### config.mk
export PLATFORM = sky130hd
export DESIGN_NAME = frame_rate_monitor_top
export DESIGN_NICKNAME = d
export VERILOG_FILES = /design/src/rtl/frm_pkg.sv /design/src/rtl/frame_rate_monitor_top.sv /design/src/rtl/frm_div.sv
export SDC_FILE = /design/constraint.sdc
export NUM_CORES = 2
export LEC_CHECK = 0
export BUFFER_PORTS_ARGS = -buffer_cell sky130_fd_sc_hd__buf_4
export CELL_PAD_IN_SITES_DETAIL_PLACEMENT = 0
export CELL_PAD_IN_SITES_GLOBAL_PLACEMENT = 1
export CORE_MARGIN = 2
export CORE_UTILIZATION = 56
export CTS_CLUSTER_SIZE = 12
export DETAILED_ROUTE_END_ITERATION = 16
export GPL_ROUTABILITY_DRIVEN = 1
export GPL_TIMING_DRIVEN = 0
export MAX_ROUTING_LAYER = met4
export PLACE_DENSITY = 0.9
export SLEW_MARGIN = 20
export SYNTH_ARGS = -nofsm -noshare
export SYNTH_HDL_FRONTEND = slang
export SYNTH_SLANG_ARGS = --single-unit
### constraint.sdc
create_clock -name aclk -period 15.65 [get_ports aclk]
set_input_delay 3.13 -clock aclk [delete_from_list [all_inputs] [get_ports aclk]]
set_output_delay 3.13 -clock aclk [all_outputs]
set_load 0.03 [all_outputs]
### src/rtl/frm_pkg.sv
// shared types and constants of the frame rate monitor
package frm_pkg;

    // field widths
    localparam int FT_W       = 16;
    localparam int TGT_W      = 8;
    localparam int WIN_W      = 16;
    localparam int LWP_W      = 7;
    localparam int RATE_OUT_W = 18;
    localparam int LOAD_OUT_W = 15;
    localparam int LEVEL_W    = 2;
    localparam int CFG_IDX_W  = 2;
    localparam int CFG_DATA_W = 16;

    // internal widths
    localparam int ELAP_W     = 17;
    localparam int WFR_W      = 32;
    localparam int K1000_W    = 10;
    localparam int TGT100_W   = 15;

    // arithmetic constants
    localparam int K1000       = 1000;
    localparam int LOAD_FULL   = 100;
    localparam int EMA_NEW_WT  = 3;
    localparam int EMA_OLD_WT  = 7;
    localparam int EMA_DIV     = 10;
    localparam int MIN_SAMPLES = 4;

    // parameter defaults
    localparam int RING_DEPTH_DEF = 16;
    localparam int FRAC_BITS_DEF  = 8;

    // register reset values
    localparam logic [TGT_W-1:0] TARGET_FPS_RST = 8'd60;
    localparam logic [WIN_W-1:0] WINDOW_MS_RST  = 16'd1000;
    localparam logic [LWP_W-1:0] LOAD_WARN_RST  = 7'd80;

    // register indexes
    localparam logic [CFG_IDX_W-1:0] REG_TARGET_FPS = 2'd0;
    localparam logic [CFG_IDX_W-1:0] REG_WINDOW_MS  = 2'd1;
    localparam logic [CFG_IDX_W-1:0] REG_LOAD_WARN  = 2'd2;

    // quality level codes
    localparam logic [LEVEL_W-1:0] QL_LOW    = 2'd0;
    localparam logic [LEVEL_W-1:0] QL_MEDIUM = 2'd1;
    localparam logic [LEVEL_W-1:0] QL_HIGH   = 2'd2;

    typedef enum logic [2:0] {
        S_IDLE,
        S_UPDATE,
        S_SETUP,
        S_DIVIDE,
        S_OUTPUT
    } state_t;

    typedef enum logic [2:0] {
        OP_WIN,
        OP_EMA,
        OP_CUR,
        OP_AVG,
        OP_LOAD
    } op_t;

endpackage

### src/rtl/frame_rate_monitor_top.sv
// frame rate monitor: frame time ring, windowed ema, rate, load and quality outputs
// per input: ring update, then the divisions for current rate, average rate and load
// a closing window first adds a window rate division and, past the first ema load, an ema one
// one shared one-bit-a-cycle divider; no input is taken before the last result is registered
// the next input transfer is taken while a finished result still waits on m_ready
// reset: synchronous, aresetn low; registers go to 60/1000/80, ring, window and ema clear
module frame_rate_monitor_top
    import frm_pkg::*;
#(
    parameter int RING_DEPTH = RING_DEPTH_DEF,
    parameter int FRAC_BITS  = FRAC_BITS_DEF
) (
    input  logic                  aclk,
    input  logic                  aresetn,
    input  logic                  cfg_wr_en,
    input  logic [CFG_IDX_W-1:0]  cfg_index,
    input  logic [CFG_DATA_W-1:0] cfg_wdata,
    input  logic                  s_valid,
    output logic                  s_ready,
    input  logic [FT_W-1:0]       s_frame_time_ms,
    output logic                  m_valid,
    input  logic                  m_ready,
    output logic [RATE_OUT_W-1:0] m_current_fps_q8,
    output logic [RATE_OUT_W-1:0] m_average_fps_q8,
    output logic [LOAD_OUT_W-1:0] m_load_pct_q8,
    output logic                  m_reduce_quality,
    output logic [LEVEL_W-1:0]    m_quality_level,
    output logic [RATE_OUT_W-1:0] m_ema_fps_q8
);

    localparam int          PTR_W    = $clog2(RING_DEPTH);
    localparam int          CNT_W    = $clog2(RING_DEPTH + 1);
    localparam int          SUM_W    = FT_W + PTR_W;
    localparam int unsigned RATE_MAX = K1000 << FRAC_BITS;
    localparam int unsigned LOAD_CAP = LOAD_FULL << FRAC_BITS;
    localparam int          QW       = $clog2(RATE_MAX + 1);
    localparam int          NUM_W    = WFR_W + K1000_W + FRAC_BITS;
    localparam int          DEN_W    = SUM_W;
    localparam int          THR_W    = QW + 4;
    localparam int          C1K_W    = CNT_W + K1000_W;
    localparam int          WPR_W    = WFR_W + K1000_W;
    localparam int          LPR_W    = SUM_W + TGT100_W;

    state_t state_reg, state_next;
    op_t    op_reg;

    // configuration
    logic [TGT_W-1:0]    target_fps_reg;
    logic [WIN_W-1:0]    window_ms_reg;
    logic [LWP_W-1:0]    load_warn_reg;

    // ring and window state
    logic [FT_W-1:0]     ring_mem [RING_DEPTH];
    logic [FT_W-1:0]     t_reg;
    logic [FT_W-1:0]     rd_reg;
    logic [PTR_W-1:0]    wp_reg;
    logic [CNT_W-1:0]    count_reg;
    logic [SUM_W-1:0]    sum_reg;
    logic [ELAP_W-1:0]   elapsed_reg;
    logic [WFR_W-1:0]    frames_reg;
    logic [QW-1:0]       ema_reg;
    logic [QW-1:0]       w_reg;
    logic [TGT100_W-1:0] tgt100_reg;
    logic [QW-1:0]       cur_reg;
    logic [QW-1:0]       avg_reg;
    logic [QW-1:0]       load_reg;

    // result register
    logic                  m_valid_reg;
    logic [RATE_OUT_W-1:0] m_cur_reg;
    logic [RATE_OUT_W-1:0] m_avg_reg;
    logic [LOAD_OUT_W-1:0] m_load_reg;
    logic                  m_reduce_reg;
    logic [LEVEL_W-1:0]    m_level_reg;
    logic [RATE_OUT_W-1:0] m_ema_reg;

    logic              s_accept;
    logic              out_free;
    logic              window_close;
    logic              ring_full;
    logic [FT_W-1:0]   old_frame;
    logic [SUM_W-1:0]  sum_upd;
    logic              skip_op;
    logic              div_start;
    logic              div_done;
    logic [QW-1:0]     div_quot;
    logic [NUM_W-1:0]  div_num;
    logic [DEN_W-1:0]  div_den;
    logic [QW-1:0]     div_cap;
    logic [C1K_W-1:0]  cnt1000;
    logic [WPR_W-1:0]  win_prod;
    logic [LPR_W-1:0]  load_prod;
    logic [QW+3:0]     ema_sum;
    logic [THR_W-1:0]  avg10;
    logic [THR_W-1:0]  tgt_q;
    logic [THR_W-1:0]  thr6;
    logic [THR_W-1:0]  thr8;
    logic [THR_W-1:0]  thr9;
    logic [QW-1:0]     warn_q;
    logic              reduce;
    logic [LEVEL_W-1:0] level;

    assign s_accept     = s_valid && s_ready;
    assign out_free     = !m_valid_reg || m_ready;
    assign window_close = (elapsed_reg >= ELAP_W'(window_ms_reg));
    assign ring_full    = (count_reg == CNT_W'(RING_DEPTH));
    assign old_frame    = ring_full ? rd_reg : '0;
    assign sum_upd      = sum_reg - SUM_W'(old_frame) + SUM_W'(t_reg);
    assign skip_op      = ((op_reg == OP_WIN) && !window_close) ||
                          ((op_reg == OP_EMA) && (ema_reg == '0));

    // configuration writes
    always_ff @(posedge aclk) begin
        if (!aresetn) begin
            target_fps_reg <= TARGET_FPS_RST;
            window_ms_reg  <= WINDOW_MS_RST;
            load_warn_reg  <= LOAD_WARN_RST;
        end else if (cfg_wr_en) begin
            unique case (cfg_index)
                REG_TARGET_FPS: target_fps_reg <= cfg_wdata[TGT_W-1:0];
                REG_WINDOW_MS:  window_ms_reg  <= cfg_wdata[WIN_W-1:0];
                REG_LOAD_WARN:  load_warn_reg  <= cfg_wdata[LWP_W-1:0];
                default: ;
            endcase
        end
    end

    // state register
    always_ff @(posedge aclk) begin
        if (!aresetn) begin
            state_reg <= S_IDLE;
        end else begin
            state_reg <= state_next;
        end
    end

    // next state
    always_comb begin
        state_next = state_reg;
        unique case (state_reg)
            S_IDLE:   if (s_accept) state_next = S_UPDATE;
            S_UPDATE: state_next = S_SETUP;
            S_SETUP:  if (!skip_op) state_next = S_DIVIDE;
            S_DIVIDE: begin
                if (div_done) begin
                    state_next = (op_reg == OP_LOAD) ? S_OUTPUT : S_SETUP;
                end
            end
            S_OUTPUT: if (out_free) state_next = S_IDLE;
            default:  state_next = S_IDLE;
        endcase
    end

    // state outputs
    always_comb begin
        s_ready   = (state_reg == S_IDLE);
        div_start = (state_reg == S_SETUP) && !skip_op;
    end

    // ring memory, registered read of the entry about to be replaced
    always_ff @(posedge aclk) begin
        if (s_accept) begin
            rd_reg <= ring_mem[wp_reg];
            t_reg  <= s_frame_time_ms;
        end
        if (state_reg == S_UPDATE) begin
            ring_mem[wp_reg] <= t_reg;
        end
    end

    // ring pointer, fill count, sums, window and ema
    always_ff @(posedge aclk) begin
        if (!aresetn) begin
            op_reg      <= OP_WIN;
            wp_reg      <= '0;
            count_reg   <= '0;
            sum_reg     <= '0;
            elapsed_reg <= '0;
            frames_reg  <= '0;
            ema_reg     <= '0;
        end else begin
            unique case (state_reg)
                S_UPDATE: begin
                    op_reg      <= OP_WIN;
                    sum_reg     <= sum_upd;
                    wp_reg      <= (wp_reg == PTR_W'(RING_DEPTH - 1)) ? '0 : wp_reg + PTR_W'(1);
                    elapsed_reg <= elapsed_reg + ELAP_W'(t_reg);
                    if (!ring_full) begin
                        count_reg <= count_reg + CNT_W'(1);
                    end
                    if (frames_reg != '1) begin
                        frames_reg <= frames_reg + WFR_W'(1);
                    end
                end
                S_SETUP: begin
                    if ((op_reg == OP_WIN) && !window_close) begin
                        op_reg <= OP_CUR;
                    end else if ((op_reg == OP_EMA) && (ema_reg == '0)) begin
                        ema_reg     <= w_reg;
                        elapsed_reg <= '0;
                        frames_reg  <= '0;
                        op_reg      <= OP_CUR;
                    end
                end
                S_DIVIDE: begin
                    if (div_done) begin
                        unique case (op_reg)
                            OP_WIN:  op_reg <= OP_EMA;
                            OP_EMA: begin
                                ema_reg     <= div_quot;
                                elapsed_reg <= '0;
                                frames_reg  <= '0;
                                op_reg      <= OP_CUR;
                            end
                            OP_CUR:  op_reg <= OP_AVG;
                            OP_AVG:  op_reg <= OP_LOAD;
                            OP_LOAD: op_reg <= OP_WIN;
                            default: op_reg <= OP_WIN;
                        endcase
                    end
                end
                default: ;
            endcase
        end
    end

    // quotient capture and target scaling
    always_ff @(posedge aclk) begin
        if (state_reg == S_UPDATE) begin
            tgt100_reg <= TGT100_W'(target_fps_reg) * TGT100_W'(LOAD_FULL);
        end
        if ((state_reg == S_DIVIDE) && div_done) begin
            unique case (op_reg)
                OP_WIN:  w_reg    <= div_quot;
                OP_CUR:  cur_reg  <= div_quot;
                OP_AVG:  avg_reg  <= div_quot;
                OP_LOAD: load_reg <= div_quot;
                default: ;
            endcase
        end
    end

    // divider operands
    assign cnt1000   = C1K_W'(count_reg) * C1K_W'(K1000);
    assign win_prod  = WPR_W'(frames_reg) * WPR_W'(K1000);
    assign load_prod = LPR_W'(sum_reg) * LPR_W'(tgt100_reg);
    assign ema_sum   = (QW+4)'(w_reg) * (QW+4)'(EMA_NEW_WT) +
                       (QW+4)'(ema_reg) * (QW+4)'(EMA_OLD_WT);

    always_comb begin
        div_num = '0;
        div_den = '0;
        div_cap = QW'(RATE_MAX);
        unique case (op_reg)
            OP_WIN: begin
                div_num = NUM_W'({win_prod, {FRAC_BITS{1'b0}}});
                div_den = DEN_W'(elapsed_reg);
            end
            OP_EMA: begin
                div_num = NUM_W'(ema_sum);
                div_den = DEN_W'(EMA_DIV);
            end
            OP_CUR: begin
                div_num = NUM_W'(RATE_MAX);
                div_den = DEN_W'(t_reg);
            end
            OP_AVG: begin
                div_num = NUM_W'({cnt1000, {FRAC_BITS{1'b0}}});
                div_den = sum_reg;
            end
            OP_LOAD: begin
                div_num = NUM_W'({load_prod, {FRAC_BITS{1'b0}}});
                div_den = DEN_W'(cnt1000);
                div_cap = QW'(LOAD_CAP);
            end
            default: ;
        endcase
    end

    frm_div #(
        .NUM_W (NUM_W),
        .DEN_W (DEN_W),
        .QW    (QW)
    ) u_div (
        .aclk    (aclk),
        .aresetn (aresetn),
        .start   (div_start),
        .num     (div_num),
        .den     (div_den),
        .cap     (div_cap),
        .done    (div_done),
        .quot    (div_quot)
    );

    // quality thresholds against the average rate, and the load warning level
    assign avg10  = (THR_W'(avg_reg) << 3) + (THR_W'(avg_reg) << 1);
    assign tgt_q  = THR_W'({target_fps_reg, {FRAC_BITS{1'b0}}});
    assign thr8   = tgt_q << 3;
    assign thr6   = (tgt_q << 2) + (tgt_q << 1);
    assign thr9   = (tgt_q << 3) + tgt_q;
    assign warn_q = QW'({load_warn_reg, {FRAC_BITS{1'b0}}});
    assign reduce = (count_reg >= CNT_W'(MIN_SAMPLES)) &&
                    ((avg10 < thr8) || (load_reg > warn_q));

    always_comb begin
        priority if (avg10 < thr6) begin
            level = QL_LOW;
        end else if (avg10 < thr9) begin
            level = QL_MEDIUM;
        end else begin
            level = QL_HIGH;
        end
    end

    // result register and its valid
    always_ff @(posedge aclk) begin
        if (!aresetn) begin
            m_valid_reg <= 1'b0;
        end else if ((state_reg == S_OUTPUT) && out_free) begin
            m_valid_reg <= 1'b1;
        end else if (m_ready) begin
            m_valid_reg <= 1'b0;
        end
    end

    always_ff @(posedge aclk) begin
        if ((state_reg == S_OUTPUT) && out_free) begin
            m_cur_reg    <= RATE_OUT_W'(cur_reg);
            m_avg_reg    <= RATE_OUT_W'(avg_reg);
            m_load_reg   <= LOAD_OUT_W'(load_reg);
            m_reduce_reg <= reduce;
            m_level_reg  <= level;
            m_ema_reg    <= RATE_OUT_W'(ema_reg);
        end
    end

    assign m_valid          = m_valid_reg;
    assign m_current_fps_q8 = m_cur_reg;
    assign m_average_fps_q8 = m_avg_reg;
    assign m_load_pct_q8    = m_load_reg;
    assign m_reduce_quality = m_reduce_reg;
    assign m_quality_level  = m_level_reg;
    assign m_ema_fps_q8     = m_ema_reg;

    // checks
    a_count_max: assert property (@(posedge aclk) disable iff (!aresetn)
        count_reg <= CNT_W'(RING_DEPTH))
        else $error("fill count beyond ring depth");

    a_accept_update: assert property (@(posedge aclk) disable iff (!aresetn)
        s_valid && s_ready |=> state_reg == S_UPDATE)
        else $error("input transfer not followed by ring update");

    a_done_in_divide: assert property (@(posedge aclk) disable iff (!aresetn)
        div_done |-> state_reg == S_DIVIDE)
        else $error("divider finished outside the divide state");

    a_rates_capped: assert property (@(posedge aclk) disable iff (!aresetn)
        state_reg == S_OUTPUT |-> load_reg <= QW'(LOAD_CAP) && avg_reg <= QW'(RATE_MAX))
        else $error("load or average rate above its cap");

endmodule

### src/rtl/frm_div.sv
// bit-serial restoring divider with saturating quotient
module frm_div #(
    parameter int NUM_W = 50,
    parameter int DEN_W = 20,
    parameter int QW    = 18
) (
    input  logic             aclk,
    input  logic             aresetn,
    input  logic             start,
    input  logic [NUM_W-1:0] num,
    input  logic [DEN_W-1:0] den,
    input  logic [QW-1:0]    cap,
    output logic             done,
    output logic [QW-1:0]    quot
);

    localparam int CMP_W  = (NUM_W > DEN_W + QW) ? NUM_W : DEN_W + QW;
    localparam int STEP_W = $clog2(QW + 1);

    logic              busy_reg;
    logic              done_reg;
    logic [STEP_W-1:0] step_reg;
    logic [DEN_W-1:0]  rem_reg;
    logic [QW-1:0]     shf_reg;
    logic [DEN_W-1:0]  den_reg;
    logic [QW-1:0]     cap_reg;
    logic [QW-1:0]     quot_reg;

    logic [CMP_W-1:0]  num_ext;
    logic [CMP_W-1:0]  den_sh;
    logic [CMP_W-1:0]  num_hi;
    logic              den_zero;
    logic              overflow;
    logic [DEN_W:0]    partial;
    logic [DEN_W:0]    diff;
    logic              ge;
    logic [QW-1:0]     q_final;

    // start checks: zero divisor and quotient beyond QW bits
    assign num_ext  = CMP_W'(num);
    assign den_sh   = CMP_W'(den) << QW;
    assign num_hi   = num_ext >> QW;
    assign den_zero = (den == '0);
    assign overflow = (num_ext >= den_sh);

    // one quotient bit per cycle
    assign partial = {rem_reg, shf_reg[QW-1]};
    assign ge      = (partial >= {1'b0, den_reg});
    assign diff    = partial - {1'b0, den_reg};
    assign q_final = (shf_reg > cap_reg) ? cap_reg : shf_reg;

    // control
    always_ff @(posedge aclk) begin
        if (!aresetn) begin
            busy_reg <= 1'b0;
            done_reg <= 1'b0;
            step_reg <= '0;
        end else begin
            done_reg <= 1'b0;
            if (start) begin
                if (den_zero || overflow) begin
                    done_reg <= 1'b1;
                end else begin
                    busy_reg <= 1'b1;
                    step_reg <= STEP_W'(QW);
                end
            end else if (busy_reg) begin
                if (step_reg != '0) begin
                    step_reg <= step_reg - STEP_W'(1);
                end else begin
                    busy_reg <= 1'b0;
                    done_reg <= 1'b1;
                end
            end
        end
    end

    // datapath
    always_ff @(posedge aclk) begin
        if (start) begin
            rem_reg <= num_hi[DEN_W-1:0];
            shf_reg <= num[QW-1:0];
            den_reg <= den;
            cap_reg <= cap;
            if (den_zero) begin
                quot_reg <= '0;
            end else if (overflow) begin
                quot_reg <= cap;
            end
        end else if (busy_reg) begin
            if (step_reg != '0) begin
                rem_reg <= ge ? diff[DEN_W-1:0] : partial[DEN_W-1:0];
                shf_reg <= {shf_reg[QW-2:0], ge};
            end else begin
                quot_reg <= q_final;
            end
        end
    end

    assign done = done_reg;
    assign quot = quot_reg;

endmodule

# == Word level (Yosys, flattened, before mapping) ==
# Memory sizes are Yosys's and may differ from the RTL's. A register that Yosys moved wholly into a read port is not among the register bits.
# Index checks and enable logic that the tools add are counted.
# word_totals
reg_bits,408
latch_bits,0
mem_bits_rw,256
mem_bits_ro,0
in_bits,39
out_inout_bits,74
elab_cells,189
memories,1
# classes
add_sub_neg,12
mul,6
n_div,0
magnitude_cmp,9
eq_ne,25
n_shift,0
n_mux,62
n_bitwise,1
reduce_logical,41
# mem_list
name,words,width,read_ports,rd_clocked_by_memory_dff,wr,line_no,rtl
ring_mem,16,16,1,1,1,frame_rate_monitor_top.sv:53,logic [FT_W-1:0] ring_mem [RING_DEPTH];
# ops
cell,n
18-bit 2-to-1 mux,14
50-bit one-hot mux with 5 select lines,1
32-bit 2-to-1 mux,5
20-bit one-hot mux with 5 select lines,1
32-bit one-hot mux with 3 select lines,1
20-bit 2-to-1 mux,4
17-bit 2-to-1 mux,4
17-bit one-hot mux with 3 select lines,1
50-bit by 38-bit greater-or-equal comparator with 1-bit output,1
22-bit by 19-bit less-than comparator with 1-bit output,2
"32-bit by 7-bit multiplier with 39-bit output, second input constant",1
18-bit one-hot mux with 2 select lines,1
20-bit by 13-bit multiplier with 33-bit output,1
"32-bit by 1-bit adder with 32-bit output, second input constant",1
"32-bit inequality test, second input constant",1
3-bit 2-to-1 mux,8
20-bit by 21-bit adder with 22-bit output,1
21-bit by 19-bit adder with 22-bit output,1
22-bit by 20-bit less-than comparator with 1-bit output,1
21-bit by 20-bit greater-or-equal comparator with 1-bit output,1
"18-bit by 3-bit multiplier with 21-bit output, second input constant",1
19-bit by 16-bit adder with 20-bit output,1
20-bit by 16-bit adder with 20-bit output,1
20-bit logical NOT,1
48 further kinds,101

# == Longest topological paths before layout ==
# depth
ltp_word,8
ltp_mapped,34
mapped_depth_nobuf,33

# == Hierarchy ==
# From an unflattened synthesis, not the netlist that was laid out.
# hier_totals
hier_cells,4399
area_unflattened_um2,49466.2
# by_module_without_submodules
mod,instances,cells_each,area_per_inst_um2,seq_area_each_um2
frame_rate_monitor_top,1,3798,43138.9,16045.4
frm_div,1,601,6327.3,2962.8

# == Least setup slack after synthesis ==
# Ideal clock, no wire load.
# synth_timing
path_type,input port to flip-flop
start,input port m_ready
end,register m_avg_reg[0] (netlist: m_average_fps_q8[0]) (enable)
setup_ns,0.680
t_arrival_ns,9.991
required_time_ns,14.970
setup_slack_ns,4.980
path_stages,2
path_buffers,0
cell_sequence,nor2b_1 nor4_1
# synth_via
elab_chain_len,2
# synth_lines
item,line_no,rtl
start: declaration,frame_rate_monitor_top.sv:22,"input logic m_ready,"
1-bit logical OR,frame_rate_monitor_top.sv:104,assign out_free = !m_valid_reg || m_ready;
1-bit logical AND,frame_rate_monitor_top.sv:327,if ((state_reg == S_OUTPUT) && out_free) begin
end signal: assignment,frame_rate_monitor_top.sv:329,m_avg_reg <= RATE_OUT_W'(avg_reg);
end: declaration,frame_rate_monitor_top.sv:71,logic [RATE_OUT_W-1:0] m_avg_reg;
# No other way between the ends.
# A chain may end at the register's enable or synchronous reset.

# == Worst setup path in the final report ==
# layout_timing
start,register sum_reg[6]
end,register u_div.quot_reg[13] (netlist: u_div.quot[13]) (enable)
# layout_via
elab_chain_len,5
# layout_lines
item,line_no,rtl
start: declaration,frame_rate_monitor_top.sv:58,logic [SUM_W-1:0] sum_reg;
start signal: assignment,frame_rate_monitor_top.sv:185,sum_reg <= sum_upd;
20-bit by 13-bit multiplier with 33-bit output,frame_rate_monitor_top.sv:246,assign load_prod = LPR_W'(sum_reg) * LPR_W'(tgt100_reg);
50-bit one-hot mux with 5 select lines,frame_rate_monitor_top.sv:254,unique case (op_reg)
50-bit by 38-bit greater-or-equal comparator with 1-bit output,frm_div.sv:44,assign overflow = (num_ext >= den_sh);
3-bit by 1-bit inequality test with 1-bit output (no line) *,n/a,
3-bit AND reduction (no line) *,n/a,
end signal: assignment,frm_div.sv:88,quot_reg <= cap;
end signal: assignment,frm_div.sv:95,quot_reg <= q_final;
end: declaration,frm_div.sv:27,logic [QW-1:0] quot_reg;
# Every way passes the cells marked *; elsewhere a longest branch is shown, timed or not.

==> run_results.csv <==
group,metric,value,unit
worst_setup_path,crit_type,"reg2reg",
timing,min_period,10.67,ns
placement,dp_hpwl,102000,um
clocking,holdBufCountCts,0,
pwr,switchingPower,4.16,mW
timing,rsz0062_at_grt,"no",
floorplanning,dieHeight,298,um
synthesis,syn_area_per_cell,11.1,um^2
placement,io_buffers,111,
worst_setup_path,worst_setup_path_end_kind,"register",
worst_setup_path,cp_common_cell,"fa_1",
floorplanning,core,85400,um^2
timing,maxSlewViolCount,0,
synthesis,ys_ff_latch,664,
global_route,grt_max_degree,27,
clocking,cts_buffers,73,
synthesis,synth_edf_count,523,
worst_setup_path,crit_required,15.97,ns
finish,design_area,53600,um^2
route,vias,34100,
synthesis,ys_warn_count,0,
route,drtIter0Drc,2707,
floorplanning,rows,107,
pwr,swShare,45.7,%
pwr,power.internal,4.93,mW
synthesis,ys_types,83,
run_status,outcome,"finished clean",
clocking,htreeDepth,3,
synthesis,syn_area,48400,um^2
synthesis,async_flop_share,0,%
global_route,grt_pass1_vias,34600,
worst_setup_path,critical_path_arrival,10.98,ns
run,maxCapViolations,0,
synthesis,synthesis.nets,5203,
finish,areaGrowthSynthToFinish,10.6,%
hold_path,hold_path.class,"reg2reg",
timing,fin_crit_sh,68.2,%
global_route,grt_util_all_layers,31.3,%
route,wl,132000,um
clocking,ctsRootBufferMaster,"clkbuf_16",
worst_setup_path,cp_top_family,"compound AO/OA/AOI/OAI gates",
global_route,overflow,0,
pwr,power,9.09,mW
placement,gp_congestion,0.995,
synthesis,yosysSeqAreaShare,38.3,%
synthesis,syn_inst,4348,
global_route,grt_pass1_wl,206000,um
pwr,leakagePower,22.8,nW
timing,hold_slack,0.416,ns
timing,worstMarginPinSlew,1.06,ns
clocking,clock-sinks,664,
timing,skew,0.0519,ns
route,viasPerCell,5.90,
timing,fin_setup_tns,0,ns
floorplanning,die-area,88800,um^2
floorplanning,die_x,298,um
worst_setup_path,critPathLaunchType,"register",
route,drtPass1Iterations,5,
clocking,clk_path_buf_depth,3,
worst_setup_path,crit_buf_inv,5,
worst_setup_path,worst-path-max-fanout,14,
pwr,ir_drop,0.000134,V
clocking,postCtsResizedCells,0,
worst_setup_path,cpMaxStageDelayCell,"a211oi_1",
placement,placed_cell_area,51200,um^2
pwr,seqPwrFrac,26.3,%
finish,largest_register_ffs,256,
pwr,power_per_cell_area,170,nW/um^2
finish,drive_above_1_share,8.82,%
route,wire_per_inst,22.9,um
timing,timing.slew.headroom,29.1,%
clocking,clk_pin_slew_worst_paths,0.06,ns
timing,hold_viol_final,0,
floorplanning,start_util,56.7,%
placement,place_ws,5.27,ns
worst_setup_path,cpPeakStageDelay,0.89,ns
clocking,insertion_delay,0.65,ns
synthesis,synth_flop_cell,"edfxtp_1",
clocking,cts_setup_buffers,0,
timing,setup_viol,0,
pwr,comb_power_share,54.8,%
floorplanning,num_io_pins,113,
finish,nNetsFinal,5427,
clocking,cts_tree,"done",
route,drc,0,
pwr,power.share.clock,18.9,%
timing,finalWorstSetupSlack,4.98,ns
global_route,antenna_found_initial,2,
route,ant_nets,0,
timing,max_clock_freq,0.0937,GHz
per-layer routing:
layer	GRT usage (%)	wire length, um	vias to the layer above
li1	-	-	15500
met1	41.3	54100	16900
met2	49.2	62500	1430
met3	4.60	10100	269
met4	11.8	5540	0
met5	-	0	-
cell families (layout without fill, tap and decap cells):
group / Yosys count / count (layout) / share of synthesized area, %
AOI/OAI and AO/OA: 687 / 687 / 9.15
xor gates and xnor gates: 176 / 176 / 3.18
adders and majority gates: 816 / 816 / 27.4
buffers and inverters: 710 / 989 / 5.55
DFF: 664 / 664 / 38.3
muxes: 137 / 137 / 4.92
other: 0 / 1 / 0
and+or+nand+nor: 1158 / 1158 / 11.6
power groups by stage:
stage / logic (mW) / clock network (mW) / registers (mW)
2_1_floorplan: 3.31 / 0 / 2.29
3_3_place_gp: 4.81 / 0 / 2.42
3_5_place_dp: 4.86 / 0 / 2.42
4_1_cts: 4.92 / 1.73 / 2.39
5_1_grt: 5.49 / 1.80 / 2.41
6_report: 4.98 / 1.71 / 2.39
layout by cell type (no fill, tap or decap), drive strengths merged, types with 80 or more instances in the layout:
cell type	instances
fa	404
edfxtp	523
nor2	253
nand2	415
o21ai	128
and2	150
mux4	80
a21oi	203
inv	562
xnor2	110
dfxtp	141
buf	177
ha	412
clkbuf	230
Yosys cell counts, drive strengths merged, types with 22 or more instances:
library cell  number  area [um^2]
a211oi            48          373
a21o              48          360
a21oi            203         1020
a22oi             22          165
and2             150          938
and3              33          206
buf               28          128
clkbuf           127          477
dfxtp            141         2820
edfxtp           523        15700
fa               404         8090
ha               412         5150
inv              554         2080
mux2i             50          500
mux4              80         1800
nand2            415         1560
nand2b            37          231
nand3             60          300
nand4             28          196
nor2             253          955
nor2b             29          181
nor3              61          305
o211ai            32          240
o21a              29          218
o21ai            128          641
xnor2            110          963
xor2              66          578
cell type report:
class                   instances  area, um^2
flip-flops and latches        664       18500
clock inverters                27         377
well taps                    1144        1430
multi-input cells            2974       27300
inverters                     555        2080
plain buffers                 155         609
clock buffers                 103        1990
fillers                      6817       31900
repair buffers                149        1250
diodes                          1        2.50
worst paths after layout:
path | startpoint | endpoint | slack, ns | depth (start not counted)
setup / recovery | sum_reg[6] | u_div.quot[13] | 4.98 | 31
hold / removal | cur_reg[17] | m_current_fps_q8[17] | 0.42 | 0
setup reg to reg | sum_reg[6] | u_div.quot[13] | 4.98 | 31
hold reg to reg | cur_reg[17] | m_current_fps_q8[17] | 0.42 | 0
stage by stage:
| step | utilization, % | std cells |
|---|---|---|
| 3_3_place_gp | 59.3 | 5603 |
| 6_report | 62.7 | 5772 |
| 3_5_place_dp | 59.9 | 5640 |
| 2_1_floorplan | - | 4348 |
| 5_1_grt | 62.7 | 5771 |
| 4_1_cts | 62.7 | 5770 |
Power figures use the tool's default switching activity.
